--- config.mk ---
export PLATFORM = sky130hd
export DESIGN_NAME = classification_score_accumulator
export DESIGN_NICKNAME = d
export VERILOG_FILES = /design/src/design/csa_pkg.sv /design/src/design/csa_div.sv /design/src/design/csa_datapath.sv /design/src/design/csa_ctrl.sv /design/src/design/classification_score_accumulator.sv
export SDC_FILE = /design/constraint.sdc
export NUM_CORES = 1
export LEC_CHECK = 0
export ABC_CLOCK_PERIOD_IN_PS = 4900
export BUFFER_PORTS_ARGS = -buffer_cell sky130_fd_sc_hd__buf_4
export CORE_MARGIN = 8
export CORE_UTILIZATION = 38
export DETAILED_ROUTE_END_ITERATION = 7
export GPL_TIMING_DRIVEN = 0
export SETUP_SLACK_MARGIN = 0.1
export SYNTH_ARGS = -nofsm -noshare
export SYNTH_HDL_FRONTEND = slang
export SYNTH_SLANG_ARGS = --single-unit
--- constraint.sdc ---
create_clock -name clk -period 4.9 [get_ports clk]
set_input_delay 0.245 -clock clk [delete_from_list [all_inputs] [get_ports clk]]
set_output_delay 0.245 -clock clk [all_outputs]
set_load 0.03 [all_outputs]
--- src/design/csa_pkg.sv ---
// Shared constants, codes and control types for the classification score accumulator.
package csa_pkg;

    localparam int LABEL_W = 8;
    localparam int CNT_W = 21;
    localparam int Q_W = 17;
    localparam int NUM_W = CNT_W + 1;
    localparam int FRAC_BITS = 16;
    localparam int NUM_CNT = 8;
    localparam int MAX_SAMPLES = 1048576;
    localparam int OUT_DATA_W = 104;

    localparam logic [CNT_W-1:0] CNT_MAX = CNT_W'(MAX_SAMPLES);
    localparam logic [Q_W-1:0] Q_ONE = Q_W'(65536);

    localparam int CNT_TOTAL = 0;
    localparam int CNT_CORRECT = 1;
    localparam int CNT_POS_TRUTH = 2;
    localparam int CNT_POS_PRED = 3;
    localparam int CNT_POS_HIT = 4;
    localparam int CNT_NEG_TRUTH = 5;
    localparam int CNT_NEG_PRED = 6;
    localparam int CNT_NEG_HIT = 7;

    typedef enum logic [2:0] {
        OP_ACC  = 3'd0,
        OP_PREC = 3'd1,
        OP_REC  = 3'd2,
        OP_F1P  = 3'd3,
        OP_F1N  = 3'd4
    } op_t;

    typedef struct packed {
        logic count_en;
        logic div_start;
        op_t  op;
        logic store_q;
        logic load_out;
    } csa_cmd_t;

    typedef struct packed {
        logic div_done;
        logic out_free;
    } csa_stat_t;

endpackage

--- src/design/csa_div.sv ---
// Radix-2 restoring divider that returns a clamped Q1.16 ratio of two counts.
module csa_div
(
    input  logic                      clk,
    input  logic                      rst_n,
    input  logic                      start,
    input  logic [csa_pkg::NUM_W-1:0] num,
    input  logic [csa_pkg::NUM_W-1:0] den,
    output logic                      done,
    output logic [csa_pkg::Q_W-1:0]   quotient
);

    logic                      busy_reg;
    logic                      busy_next;
    logic                      done_reg;
    logic                      done_next;
    logic [3:0]                step_reg;
    logic [3:0]                step_next;
    logic [csa_pkg::NUM_W-1:0] den_reg;
    logic [csa_pkg::NUM_W-1:0] den_next;
    logic [csa_pkg::NUM_W-1:0] rem_reg;
    logic [csa_pkg::NUM_W-1:0] rem_next;
    logic [csa_pkg::Q_W-1:0]   quo_reg;
    logic [csa_pkg::Q_W-1:0]   quo_next;
    logic [csa_pkg::NUM_W:0]   shifted;

    assign shifted = {rem_reg, 1'b0};

    always_comb
    begin
        busy_next = busy_reg;
        done_next = 1'b0;
        step_next = step_reg;
        den_next = den_reg;
        rem_next = rem_reg;
        quo_next = quo_reg;
        if (start)
        begin
            den_next = den;
            rem_next = num;
            quo_next = '0;
            if (den == '0)
            begin
                done_next = 1'b1;
            end
            else if (num >= den)
            begin
                quo_next = csa_pkg::Q_ONE;
                done_next = 1'b1;
            end
            else
            begin
                busy_next = 1'b1;
                step_next = 4'(csa_pkg::FRAC_BITS - 1);
            end
        end
        else if (busy_reg)
        begin
            if (shifted >= {1'b0, den_reg})
            begin
                rem_next = csa_pkg::NUM_W'(shifted - {1'b0, den_reg});
                quo_next = {quo_reg[csa_pkg::Q_W-2:0], 1'b1};
            end
            else
            begin
                rem_next = shifted[csa_pkg::NUM_W-1:0];
                quo_next = {quo_reg[csa_pkg::Q_W-2:0], 1'b0};
            end
            step_next = step_reg - 4'd1;
            if (step_reg == 4'd0)
            begin
                busy_next = 1'b0;
                done_next = 1'b1;
            end
        end
    end

    always_ff @(posedge clk or negedge rst_n)
    begin
        if (!rst_n)
        begin
            busy_reg <= 1'b0;
            done_reg <= 1'b0;
            step_reg <= '0;
        end
        else
        begin
            busy_reg <= busy_next;
            done_reg <= done_next;
            step_reg <= step_next;
        end
    end

    always_ff @(posedge clk)
    begin
        den_reg <= den_next;
        rem_reg <= rem_next;
        quo_reg <= quo_next;
    end

    assign done = done_reg;
    assign quotient = quo_reg;

endmodule

--- src/design/csa_datapath.sv ---
// Datapath: saturating counters, ratio operand selection, result registers and output register.
module csa_datapath
(
    input  logic                              clk,
    input  logic                              rst_n,
    input  csa_pkg::csa_cmd_t                 cmd,
    output csa_pkg::csa_stat_t                stat,
    input  logic [csa_pkg::LABEL_W-1:0]       pos_class,
    input  logic [csa_pkg::LABEL_W-1:0]       neg_class,
    input  logic [csa_pkg::LABEL_W-1:0]       predicted_label,
    input  logic [csa_pkg::LABEL_W-1:0]       true_label,
    input  logic                              m_tready,
    output logic                              m_tvalid,
    output logic [csa_pkg::OUT_DATA_W-1:0]    m_tdata,
    output logic                              m_tuser
);

    logic [csa_pkg::CNT_W-1:0]      cnt_reg [csa_pkg::NUM_CNT];
    logic [csa_pkg::CNT_W-1:0]      cnt_next [csa_pkg::NUM_CNT];
    logic [csa_pkg::NUM_CNT-1:0]    inc;
    logic                           sat_reg;
    logic                           sat_next;
    logic                           pos_truth;
    logic                           pos_pred;
    logic                           neg_truth;
    logic                           neg_pred;
    logic [csa_pkg::NUM_W-1:0]      div_num;
    logic [csa_pkg::NUM_W-1:0]      div_den;
    logic                           div_done;
    logic [csa_pkg::Q_W-1:0]        div_q;
    logic [csa_pkg::Q_W-1:0]        acc_reg;
    logic [csa_pkg::Q_W-1:0]        prec_reg;
    logic [csa_pkg::Q_W-1:0]        rec_reg;
    logic [csa_pkg::Q_W-1:0]        f1p_reg;
    logic [csa_pkg::Q_W-1:0]        f1n_reg;
    logic [csa_pkg::Q_W:0]          f1_sum;
    logic                           out_valid_reg;
    logic                           out_valid_next;
    logic [csa_pkg::OUT_DATA_W-1:0] out_data_reg;
    logic                           out_flag_reg;
    logic                           out_free;

    assign pos_truth = (true_label == pos_class);
    assign pos_pred = (predicted_label == pos_class);
    assign neg_truth = (true_label == neg_class);
    assign neg_pred = (predicted_label == neg_class);

    always_comb
    begin
        inc = '0;
        inc[csa_pkg::CNT_TOTAL] = 1'b1;
        inc[csa_pkg::CNT_CORRECT] = (predicted_label == true_label);
        inc[csa_pkg::CNT_POS_TRUTH] = pos_truth;
        inc[csa_pkg::CNT_POS_PRED] = pos_pred;
        inc[csa_pkg::CNT_POS_HIT] = pos_truth && pos_pred;
        inc[csa_pkg::CNT_NEG_TRUTH] = neg_truth;
        inc[csa_pkg::CNT_NEG_PRED] = neg_pred;
        inc[csa_pkg::CNT_NEG_HIT] = neg_truth && neg_pred;
    end

    always_comb
    begin
        sat_next = sat_reg;
        for (int i = 0; i < csa_pkg::NUM_CNT; i++)
        begin
            cnt_next[i] = cnt_reg[i];
            if (cmd.load_out)
            begin
                cnt_next[i] = '0;
            end
            else if (cmd.count_en && inc[i])
            begin
                if (cnt_reg[i] >= csa_pkg::CNT_MAX)
                begin
                    cnt_next[i] = csa_pkg::CNT_MAX;
                    sat_next = 1'b1;
                end
                else
                begin
                    cnt_next[i] = cnt_reg[i] + csa_pkg::CNT_W'(1);
                end
            end
        end
        if (cmd.load_out)
        begin
            sat_next = 1'b0;
        end
    end

    always_ff @(posedge clk or negedge rst_n)
    begin
        if (!rst_n)
        begin
            for (int i = 0; i < csa_pkg::NUM_CNT; i++)
            begin
                cnt_reg[i] <= '0;
            end
            sat_reg <= 1'b0;
        end
        else
        begin
            for (int i = 0; i < csa_pkg::NUM_CNT; i++)
            begin
                cnt_reg[i] <= cnt_next[i];
            end
            sat_reg <= sat_next;
        end
    end

    always_comb
    begin
        case (cmd.op)
            csa_pkg::OP_ACC:
            begin
                div_num = {1'b0, cnt_reg[csa_pkg::CNT_CORRECT]};
                div_den = {1'b0, cnt_reg[csa_pkg::CNT_TOTAL]};
            end
            csa_pkg::OP_PREC:
            begin
                div_num = {1'b0, cnt_reg[csa_pkg::CNT_POS_HIT]};
                div_den = {1'b0, cnt_reg[csa_pkg::CNT_POS_PRED]};
            end
            csa_pkg::OP_REC:
            begin
                div_num = {1'b0, cnt_reg[csa_pkg::CNT_POS_HIT]};
                div_den = {1'b0, cnt_reg[csa_pkg::CNT_POS_TRUTH]};
            end
            csa_pkg::OP_F1P:
            begin
                div_num = {cnt_reg[csa_pkg::CNT_POS_HIT], 1'b0};
                div_den = {1'b0, cnt_reg[csa_pkg::CNT_POS_PRED]}
                        + {1'b0, cnt_reg[csa_pkg::CNT_POS_TRUTH]};
            end
            csa_pkg::OP_F1N:
            begin
                div_num = {cnt_reg[csa_pkg::CNT_NEG_HIT], 1'b0};
                div_den = {1'b0, cnt_reg[csa_pkg::CNT_NEG_PRED]}
                        + {1'b0, cnt_reg[csa_pkg::CNT_NEG_TRUTH]};
            end
            default:
            begin
                div_num = '0;
                div_den = '0;
            end
        endcase
    end

    csa_div u_div
    (
        .clk      (clk),
        .rst_n    (rst_n),
        .start    (cmd.div_start),
        .num      (div_num),
        .den      (div_den),
        .done     (div_done),
        .quotient (div_q)
    );

    always_ff @(posedge clk)
    begin
        if (cmd.store_q)
        begin
            case (cmd.op)
                csa_pkg::OP_ACC:  acc_reg <= div_q;
                csa_pkg::OP_PREC: prec_reg <= div_q;
                csa_pkg::OP_REC:  rec_reg <= div_q;
                csa_pkg::OP_F1P:  f1p_reg <= div_q;
                csa_pkg::OP_F1N:  f1n_reg <= div_q;
                default:          acc_reg <= acc_reg;
            endcase
        end
    end

    assign f1_sum = {1'b0, f1p_reg} + {1'b0, f1n_reg};
    assign out_free = !out_valid_reg || m_tready;

    always_comb
    begin
        out_valid_next = out_valid_reg;
        if (cmd.load_out)
        begin
            out_valid_next = 1'b1;
        end
        else if (m_tready)
        begin
            out_valid_next = 1'b0;
        end
    end

    always_ff @(posedge clk or negedge rst_n)
    begin
        if (!rst_n)
        begin
            out_valid_reg <= 1'b0;
        end
        else
        begin
            out_valid_reg <= out_valid_next;
        end
    end

    always_ff @(posedge clk)
    begin
        if (cmd.load_out)
        begin
            out_data_reg <= {2'b00, f1_sum[csa_pkg::Q_W:1], f1n_reg, f1p_reg,
                             rec_reg, prec_reg, acc_reg};
            out_flag_reg <= sat_reg;
        end
    end

    assign stat.div_done = div_done;
    assign stat.out_free = out_free;
    assign m_tvalid = out_valid_reg;
    assign m_tdata = out_data_reg;
    assign m_tuser = out_flag_reg;

endmodule

--- src/design/csa_ctrl.sv ---
// Controller: counts pairs, then steps the shared divider through the five ratios.
module csa_ctrl
(
    input  logic               clk,
    input  logic               rst_n,
    input  logic               s_tvalid,
    input  logic               s_tlast,
    output logic               s_tready,
    input  csa_pkg::csa_stat_t stat,
    output csa_pkg::csa_cmd_t  cmd
);

    typedef enum logic [3:0] {
        ST_ACCUM = 4'b0001,
        ST_START = 4'b0010,
        ST_RUN   = 4'b0100,
        ST_EMIT  = 4'b1000
    } state_t;

    state_t          state_reg;
    state_t          state_next;
    csa_pkg::op_t    op_reg;
    csa_pkg::op_t    op_next;
    csa_pkg::op_t    op_succ;

    always_comb
    begin
        case (op_reg)
            csa_pkg::OP_ACC:  op_succ = csa_pkg::OP_PREC;
            csa_pkg::OP_PREC: op_succ = csa_pkg::OP_REC;
            csa_pkg::OP_REC:  op_succ = csa_pkg::OP_F1P;
            csa_pkg::OP_F1P:  op_succ = csa_pkg::OP_F1N;
            default:          op_succ = csa_pkg::OP_ACC;
        endcase
    end

    always_comb
    begin
        state_next = state_reg;
        op_next = op_reg;
        s_tready = 1'b0;
        cmd = '0;
        cmd.op = op_reg;
        case (state_reg)
            ST_ACCUM:
            begin
                s_tready = 1'b1;
                cmd.count_en = s_tvalid;
                if (s_tvalid && s_tlast)
                begin
                    op_next = csa_pkg::OP_ACC;
                    state_next = ST_START;
                end
            end
            ST_START:
            begin
                cmd.div_start = 1'b1;
                state_next = ST_RUN;
            end
            ST_RUN:
            begin
                if (stat.div_done)
                begin
                    cmd.store_q = 1'b1;
                    if (op_reg == csa_pkg::OP_F1N)
                    begin
                        state_next = ST_EMIT;
                    end
                    else
                    begin
                        op_next = op_succ;
                        state_next = ST_START;
                    end
                end
            end
            ST_EMIT:
            begin
                if (stat.out_free)
                begin
                    cmd.load_out = 1'b1;
                    state_next = ST_ACCUM;
                end
            end
            default:
            begin
                state_next = ST_ACCUM;
            end
        endcase
    end

    always_ff @(posedge clk or negedge rst_n)
    begin
        if (!rst_n)
        begin
            state_reg <= ST_ACCUM;
            op_reg <= csa_pkg::OP_ACC;
        end
        else
        begin
            state_reg <= state_next;
            op_reg <= op_next;
        end
    end

endmodule

--- src/design/classification_score_accumulator.sv ---
// Top level of the classification score accumulator: configuration port, controller and datapath.
//
// The block takes one (predicted, true) label pair per cycle and counts it in saturating
// counters. After the pair marked with tlast it stops taking pairs while one shared
// radix-2 divider works out accuracy, positive precision and recall, and positive and
// negative F1 in turn, each in Q1.16 with 65536 meaning 1.0. For each ratio the divider
// is loaded, works out 16 quotient bits and hands over the quotient; when the denominator
// is zero or the ratio is one it skips the bit steps and hands over 0 or 1.0. After
// the last pair s_tready stays low through the five ratios, and longer while an earlier
// result waits for m_tready. The result then moves to an output register, the counters
// clear, and pairs of the next batch are taken while that result waits for m_tready.
module classification_score_accumulator
(
    input  logic         clk,
    input  logic         rst_n,
    input  logic         psel,
    input  logic         penable,
    input  logic         pwrite,
    input  logic [2:0]   paddr,
    input  logic [31:0]  pwdata,
    output logic [31:0]  prdata,
    output logic         pready,
    input  logic         s_tvalid,
    output logic         s_tready,
    input  logic [15:0]  s_tdata,  // predicted_label[7:0], true_label[15:8]
    input  logic         s_tlast,
    output logic         m_tvalid,
    input  logic         m_tready,
    output logic [103:0] m_tdata,  // accuracy, pos_precision, pos_recall, f1_pos, f1_neg,
                                   // mean_f1 (17 bits each from bit 0), zero fill
    output logic         m_tuser   // overflow
);

    logic [csa_pkg::LABEL_W-1:0] pos_class_reg;
    logic [csa_pkg::LABEL_W-1:0] neg_class_reg;
    logic                        cfg_write;
    csa_pkg::csa_cmd_t           cmd;
    csa_pkg::csa_stat_t          stat;

    assign pready = 1'b1;
    assign cfg_write = psel && penable && pwrite && pready;

    always_ff @(posedge clk or negedge rst_n)
    begin
        if (!rst_n)
        begin
            pos_class_reg <= 8'd0;
            neg_class_reg <= 8'd1;
        end
        else if (cfg_write)
        begin
            if (paddr[2])
            begin
                neg_class_reg <= pwdata[csa_pkg::LABEL_W-1:0];
            end
            else
            begin
                pos_class_reg <= pwdata[csa_pkg::LABEL_W-1:0];
            end
        end
    end

    assign prdata = {24'd0, paddr[2] ? neg_class_reg : pos_class_reg};

    csa_ctrl u_ctrl
    (
        .clk      (clk),
        .rst_n    (rst_n),
        .s_tvalid (s_tvalid),
        .s_tlast  (s_tlast),
        .s_tready (s_tready),
        .stat     (stat),
        .cmd      (cmd)
    );

    csa_datapath u_datapath
    (
        .clk             (clk),
        .rst_n           (rst_n),
        .cmd             (cmd),
        .stat            (stat),
        .pos_class       (pos_class_reg),
        .neg_class       (neg_class_reg),
        .predicted_label (s_tdata[7:0]),
        .true_label      (s_tdata[15:8]),
        .m_tready        (m_tready),
        .m_tvalid        (m_tvalid),
        .m_tdata         (m_tdata),
        .m_tuser         (m_tuser)
    );

`ifndef NO_ASSERTIONS
    // A batch end must stop intake while the ratios are computed.
    assert property (@(posedge clk) disable iff (!rst_n)
        (s_tvalid && s_tready && s_tlast) |=> !s_tready)
        else $error("pair taken while ratios are pending");

    // A new result is only loaded when the output register is free.
    assert property (@(posedge clk) disable iff (!rst_n)
        cmd.load_out |-> (!m_tvalid || m_tready))
        else $error("result overwritten before its transfer");

    // Pair counting and divider work never overlap.
    assert property (@(posedge clk) disable iff (!rst_n)
        cmd.count_en |-> !(cmd.div_start || cmd.store_q || cmd.load_out))
        else $error("counting during ratio computation");

    // The mean F1 can never exceed one.
    assert property (@(posedge clk) disable iff (!rst_n)
        m_tvalid |-> (m_tdata[101:85] <= 17'd65536))
        else $error("mean F1 above one");
`endif

endmodule

==> results of run 1 <==
## layer usage
metal | up-vias | wire length (µm) | track usage, %
li1 | 9362 | - | -
met1 | 9639 | 32160 | 25.10
met2 | 658 | 32640 | 30.34
met3 | 143 | 4270 | 3.163
met4 | 0 | 2507 | 6.867
met5 | - | 0 | 0
## cell families (layout without fill, tap and decap cells)
family	Yosys count	after routing
flip-flops	448	448
adder cells (fa/ha/maj)	123	123
buffers and inverters	204	472
other	2	27
XOR/XNOR	155	155
AO/OA/AOI/OAI	581	581
AND/OR/NAND/NOR	828	828
multiplexers	81	81
## what timing repair did
item	in CTS	in global routing
hold buffers	10	0
endpoints found under the hold margin	110	0
pin swaps	2	4
setup endpoints to repair	7	11
gates resized for setup	32	28
buffers inserted	5	4
## worst max-delay path: cells and delay by family, from the launching register on
kind,cells,cell delay [ns]
xor gates and xnor gates,1,0.14
AOI/OAI and AO/OA,9,1.97
adders and majority gates,3,1.01
DFF,1,0.47
buffers and inverters,1,0.17
and+or+nand+nor,4,0.74
## final timing paths
| path | startpoint | to | slack [ns] | cells after the start |
|---|---|---|---|---|
| worst min register to register | u_datapath.rec_reg[5]$_DFFE_PP_ | u_datapath.m_tdata[39]$_DFFE_PP_ | 0.42 | 0 |
| min in group asynchronous | rst_n | u_datapath.cnt_reg[44]$_DFFE_PN0P_ | 0.25 | 2 |
| worst max-delay path | u_datapath.cnt_reg[21]$_DFFE_PN0P_ | u_datapath.u_div.quotient[16]$_DFFE_PP_ | 0.20 | 18 |
| worst max register to register | u_datapath.cnt_reg[21]$_DFFE_PN0P_ | u_datapath.u_div.quotient[16]$_DFFE_PP_ | 0.20 | 18 |
| max in group asynchronous | rst_n | u_datapath.cnt_reg[12]$_DFFE_PN0P_ | 3.65 | 3 |
| worst min-delay path | m_tready | u_datapath.m_tvalid$_DFFE_PN0P_ | 0.12 | 3 |
## through the flow
step | utilization [%] | hold slack, ns | instances | TNS [ns] | area, µm²
final | 45.56 | 0.1181 | 3570 | 0 | 29420
after global routing | 45.56 | 0.1437 | 3570 | 0 | 29420
after CTS | 45.41 | 0.09066 | 3566 | 0 | 29330
after detailed placement | 42.31 | 0.3287 | 3459 | -10.61 | 27330
after global placement | 41.99 | 0.4018 | 3446 | -316.68 | 27120
after floorplan | - | -0.05059 | 2447 | 0 | 24970
## where the power goes
group,switching (W),internal [W],leakage [nW]
clock network,0.00157,0.00239,0.850
registers,0.000279,0.00443,4.97
logic,0.00108,0.000838,6.22
## cell usage in the layout, fill, tap and decap left out, types with 77 or more instances in the layout
| master | netlist | routed |
|---|---|---|
| dfrtp_1 | 197 | 194 |
| buf_4 | 27 | 186 |
| inv_1 | 100 | 100 |
| nand2_1 | 160 | 160 |
| xor2_1 | 77 | 77 |
| o21ai_0 | 148 | 144 |
| ha_1 | 119 | 117 |
| edfxtp_1 | 249 | 249 |
| a21oi_1 | 176 | 175 |
| nor2_1 | 264 | 262 |
| xnor2_1 | 78 | 78 |
## synth_stat cells, drive strengths merged, types with 24 or more instances
library cell | instances | area, µm²
a211oi | 29 | 217.7
a21o | 35 | 262.8
a21oi | 176 | 880.8
a31oi | 27 | 168.9
and2 | 43 | 269.0
and3 | 40 | 250.2
buf | 45 | 277.8
clkbuf | 55 | 206.5
dfrtp | 197 | 4930
edfxtp | 249 | 7477
ha | 119 | 1489
inv | 100 | 375.4
mux2 | 37 | 416.7
mux2i | 43 | 430.4
nand2 | 160 | 600.6
nand2b | 25 | 156.4
nand3 | 77 | 385.4
nand4 | 51 | 319.1
nor2 | 264 | 991.0
nor2b | 26 | 170.2
nor3 | 47 | 245.2
o21ai | 150 | 750.7
or3 | 24 | 155.1
xnor2 | 78 | 683.2
xor2 | 77 | 674.4
## cell type report
cell class / instances / area, µm²
clock buffers: 67 / 1396
multi-input cells: 1795 / 11790
fillers: 6037 / 35160
flip-flops and latches: 448 / 12460
well taps: 855 / 1070
clock inverters: 25 / 356.6
repair buffers: 176 / 1429
plain buffers: 100 / 523.0
inverters: 104 / 391.6
==> metrics.csv, run 1 <==
metric,value,unit
Overflow after GRT,0,
Die X-Extent,271.8,µm
mux contribution to synthesized area,3.497,%
IO Pins,199,
Post-Syn Instances,2422,
total die area,73880,µm²
vias in the first global route,19630,
Worst Hold Class,primary input to flop,
WS Path Type,flop to flop,
pwr dens,359.7,nW/µm²
Detailed Routing Iterations Pass 1,6,
CP startpoint kind,flop,
Layout area overhead,18.31,%
initial antenna violation count,0,
clk root buf,clkbuf_16,
final setup fails,0,
final WL,71.58,mm
final setup margin,0.2028,ns
post-synthesis async set-or-reset flop share,44.42,%
Antenna diodes,0,
RSZ-0062 raised after global routing,true,
FP Rows,93,
final hold viol count,0,
maximum vdd ir drop,0.0002495,V
Post-synth EDFFs,249,
CP required,5.30,ns
Netlist cell types,85,
routability congestion estimate,0.9261,
layout cells sized above 1,14.22,%
minimum clock period,4.697,ns
Slew @ Worst Pin,1.408,ns
GRT Total Usage,18.72,%
via count,19800,
"FF+latch count, synth",448,
Synth Cell Area,24870,µm²
Vias/cell,5.547,
sequential area share after synthesis,50.10,%
max_slew headroom,4.832,%
"Avg Cell Area, Syn",10.27,µm²
drt drc,0,
CTS Buffer Depth,3,
Max-Cap Viols,0,
starting density of the core,38.51,%
fmax,0.2129,GHz
dpl hpwl,53.90,mm
DR WL/cell,20.05,µm
maximum fanout along the worst path,6,
Critical Path Sink Type,flop,
Routed Antenna Nets,0,
Pwr Total,0.01058,W
CTS Buf Count,50,
Clock Pin Slew Worst Setup and Hold Paths,0.06,ns
post-synthesis simple-gate area fraction,16.42,%
final clock skew,0.02840,ns
post-synthesis compound-gate area fraction,14.67,%
leakage power,12.04,nW
H-Tree Level Count,2,
xor-xnor portion of the synthesized cell area,5.459,%
status,"complete, no violations",
CTS sink cnt,448,
initial DRC count,1613,
port bufs,144,
crit path cell chain,ha_1 > fa_1 > a21o_1 > a221oi_2 > o211ai_1 > o2111ai_2 > a21oi_1 > a211oi_2 > xor2_1 > o211a_1 > ha_1 > nand4_1 > nor4_1 > nand4_1 > nand2_1 > a2111oi_4 > buf_4 > a311oi_2,
dpl ws,-1.663,ns
CORE AREA,64580,µm²
CP max stage delay,0.47,ns
clk_lat worst skew,0.61,ns
global-route wire length before repair,112.2,mm
crit path max-delay cell type,dfrtp_2,
"Top FF cell, synth",edfxtp_1,
flip-flop count of the largest register after layout,168,
TritonCTS clock tree,yes,
adder-cell share of the synthesized area,6.309,%
WP data arrival,5.10,ns
largest family of logic cells by synthesized area,simple AND/OR/NAND/NOR gates,
largest net degree at the start of global routing,106,
Final nets,2857,
final worst-path cycle share,95.86,%
warnings from Yosys,0,
Die Y,271.8,µm
Final Max Tran Viols,0,
No activity file was read; power rests on OpenSTA's default activity.
==> run 2: changes to the inputs <==
--- a/config.mk
+++ b/config.mk
@@ -5,7 +5,8 @@
 export SDC_FILE = /design/constraint.sdc
 export NUM_CORES = 1
 export LEC_CHECK = 0
-export ABC_CLOCK_PERIOD_IN_PS = 4900
+export ABC_AREA = 1
+export ABC_CLOCK_PERIOD_IN_PS = 6000
 export BUFFER_PORTS_ARGS = -buffer_cell sky130_fd_sc_hd__buf_4
 export CORE_MARGIN = 8
 export CORE_UTILIZATION = 38
==> constraint.sdc (replaced) <==
create_clock -name clk -period 6 [get_ports clk]
set_input_delay 0.3 -clock clk [delete_from_list [all_inputs] [get_ports clk]]
set_output_delay 0.3 -clock clk [all_outputs]
set_load 0.03 [all_outputs]
==> run 2 against run 1 <==
  * Synthesized area is 2.5% higher
  * Largest cell class unchanged
  * Clock skew up 0.011 ns
  * Hold slack improved by 0.028 ns
  * Non-clock buffer count down 42
  * Maximum frequency rose by 7.0%
  * Final area increased by 1.2%
  * Critical path depth grew 9
  * Sequential power decreased by 12%
==> metrics.csv, run 2 <==
metric,value,unit
most area-hungry cell type in the Yosys netlist,edfxtp_1,
port bufs,145,
Slew @ Worst Pin,1.041,ns
FP Rows,95,
final WL,72.48,mm
final clock skew,0.03898,ns
minimum clock period,4.391,ns
H-Tree Level Count,2,
Final nets,3434,
routability congestion estimate,0.9709,
Overflow after GRT,0,
Antenna diodes,0,
Non-Filler Instances,4165,
post-CTS repair timing setup buffer count,0,
vias in the first global route,20200,
initial DRC count,1926,
post-synthesis async set-or-reset flop share,44.42,%
GRT Total Usage,18.63,%
WP data arrival,4.87,ns
WS Path Type,flop to flop,
Netlist cell types,64,
status,"complete, no violations",
dpl hpwl,56.57,mm
Pwr Total,0.01031,W
Clock Pin Slew Worst Setup and Hold Paths,0.06,ns
Cells after DPL,4062,
Vias/cell,5.117,
Hold WS,0.1461,ns
global-route wire length before repair,112.2,mm
CP required,6.48,ns
Final Max Tran Viols,0,
synth top area cells,"edfxtp_1 29%, dfrtp_1 19%, nand2_1 9.6%",
Synth Cell Area,25490,µm²
maximum fanout along the worst path,10,
top-count cell post-synth,nand2_1,
CTS Hold Bufs,12,
total die area,75610,µm²
"Top FF cell, synth",edfxtp_1,
IO Pins,199,
post-synth top area share,29.34,%
clk_lat worst skew,0.63,ns
CTS Buf Count,49,
"commonest non-fill, non-tap cell in the layout",nand2_1,
flip-flop count of the largest register after layout,168,
TritonCTS clock tree,yes,
final setup fails,0,
Die X-Extent,275.0,µm
final hold viol count,0,
drt drc,0,
starting density of the core,38.15,%
fmax,0.2278,GHz
Post-Syn Instances,3009,
post-layout util,44.56,%
CTS sink cnt,448,
RSZ-0062 raised after global routing,false,
Placed Area,27980,µm²
largest net degree at the start of global routing,114,
final worst-path cycle share,73.18,%
pwr dens,346.5,nW/µm²
Final Cell Area,29770,µm²
maximum vdd ir drop,0.0002308,V
most frequent cells in the layout,"653 x nand2_1, 441 x inv_1, 251 x nor2_1, 249 x edfxtp_1, 216 x a21oi_1",
"top cells by count, synth","653 x nand2_1, 442 x inv_1, 256 x nor2_1",
Layout area overhead,16.80,%
max_slew headroom,30.10,%
Worst Hold Class,primary input to flop,
DR WL/cell,17.40,µm
Critical Path Sink Type,flop,
Max-Cap Viols,0,
CP startpoint kind,flop,
CORE AREA,66800,µm²
Post-CTS Resized,0,
Die Y,275.0,µm
Detailed Routing Iterations Pass 1,6,
"FF+latch count, synth",448,
warnings from Yosys,0,
"Avg Cell Area, Syn",8.470,µm²
via count,21310,
Post-synth EDFFs,249,
leakage power,13.21,nW
sequential area share after synthesis,48.89,%
Routed Antenna Nets,0,
initial antenna violation count,0,
FILL cells,6690,
CTS Buffer Depth,3,
clk root buf,clkbuf_16,
layout cells sized above 1,10.21,%
==> run 2: where the power goes <==
part           total, W  leakage, nW  switching (W)  internal (W)
Sequential      0.00414         4.68       0.000340       0.00380
Combinational   0.00306         7.74        0.00201       0.00105
Clock           0.00311        0.793        0.00131       0.00180
==> run 2: kinds of logic (layout without fill, tap and decap cells) <==
family	Yosys count	count (layout)	share of synthesized area [%]
xor+xnor	71	71	2.440
buf+inv	525	783	8.267
flops	448	448	48.89
fa+ha+maj	123	123	6.156
simple gates	1343	1343	23.14
compound gates	497	497	11.08
other cells	2	27	0.02947
==> run 2: cell type report <==
type                    instances  area (µm²)  share of cell area (%)
well taps                     873        1092                   3.669
inverters                     458        1719                   5.775
repair buffers                167        1409                   4.732
multi-input cells            2061       11030                   37.04
flip-flops and latches        448       12460                   41.85
plain buffers                  67       390.4                   1.311
clock inverters                27       340.3                   1.143
clock buffers                  64        1333                   4.476
==> run 2: final timing paths <==
kind                                                   from                                  endpoint  slack, ns  cells past startpoint
setup / recovery               u_ctrl.op_reg[1]$_DFFE_PN0P_  u_datapath.u_div.step_reg[3]$_DFFE_PN0P_       1.61                     27
hold / removal                                   s_tdata[8]       u_datapath.cnt_reg[127]$_DFFE_PN0P_       0.15                      6
setup reg to reg               u_ctrl.op_reg[1]$_DFFE_PN0P_  u_datapath.u_div.step_reg[3]$_DFFE_PN0P_       1.61                     27
hold reg to reg            u_datapath.acc_reg[16]$_DFFE_PP_          u_datapath.m_tdata[16]$_DFFE_PP_       0.42                      0
max in group asynchronous                             rst_n        u_datapath.cnt_reg[38]$_DFFE_PN0P_       4.59                      3
min in group asynchronous                             rst_n         u_datapath.cnt_reg[3]$_DFFE_PN0P_       0.28                      2
==> run 2: critical path: stages, from the launching register on <==
cell and delay [ns]:
dfrtp_1 0.46, inv_2 0.13, nand3_2 0.23, inv_2 0.13
buf_2 0.25, buf_6 0.20, clkbuf_1 0.35, nand2_1 0.15
o2111ai_1 0.27, ha_1 0.36, inv_1 0.06, nor2_1 0.03
o21ai_0 0.21, o211ai_1 0.14, nand2_1 0.08, nand3_1 0.09
nand2_1 0.08, nand2_1 0.05, nand2_1 0.08, nand2_1 0.05
nand2_1 0.05, nand2_1 0.08, nand2_1 0.10, inv_1 0.06
nor2_1 0.29, nand2_2 0.14, nand2_1 0.07, nand2_1 0.05
==> run 2: metal layers <==
layer | share of wire [%] | up-vias | track usage (%)
met3 | 6.4 | 125 | 3.345
met5 | 0 | - | 0
li1 | - | 10580 | -
met4 | 3.0 | 0 | 5.700
met1 | 46 | 9955 | 25.73
met2 | 44 | 652 | 29.61
==> run 2: through the flow <==
stage	worst slack, ns	TNS [ns]
after CTS	1.734	0
final	1.609	0
after floorplan	1.560	0
after global placement	-0.3809	-38.89
after detailed placement	1.781	0
after global routing	1.259	0
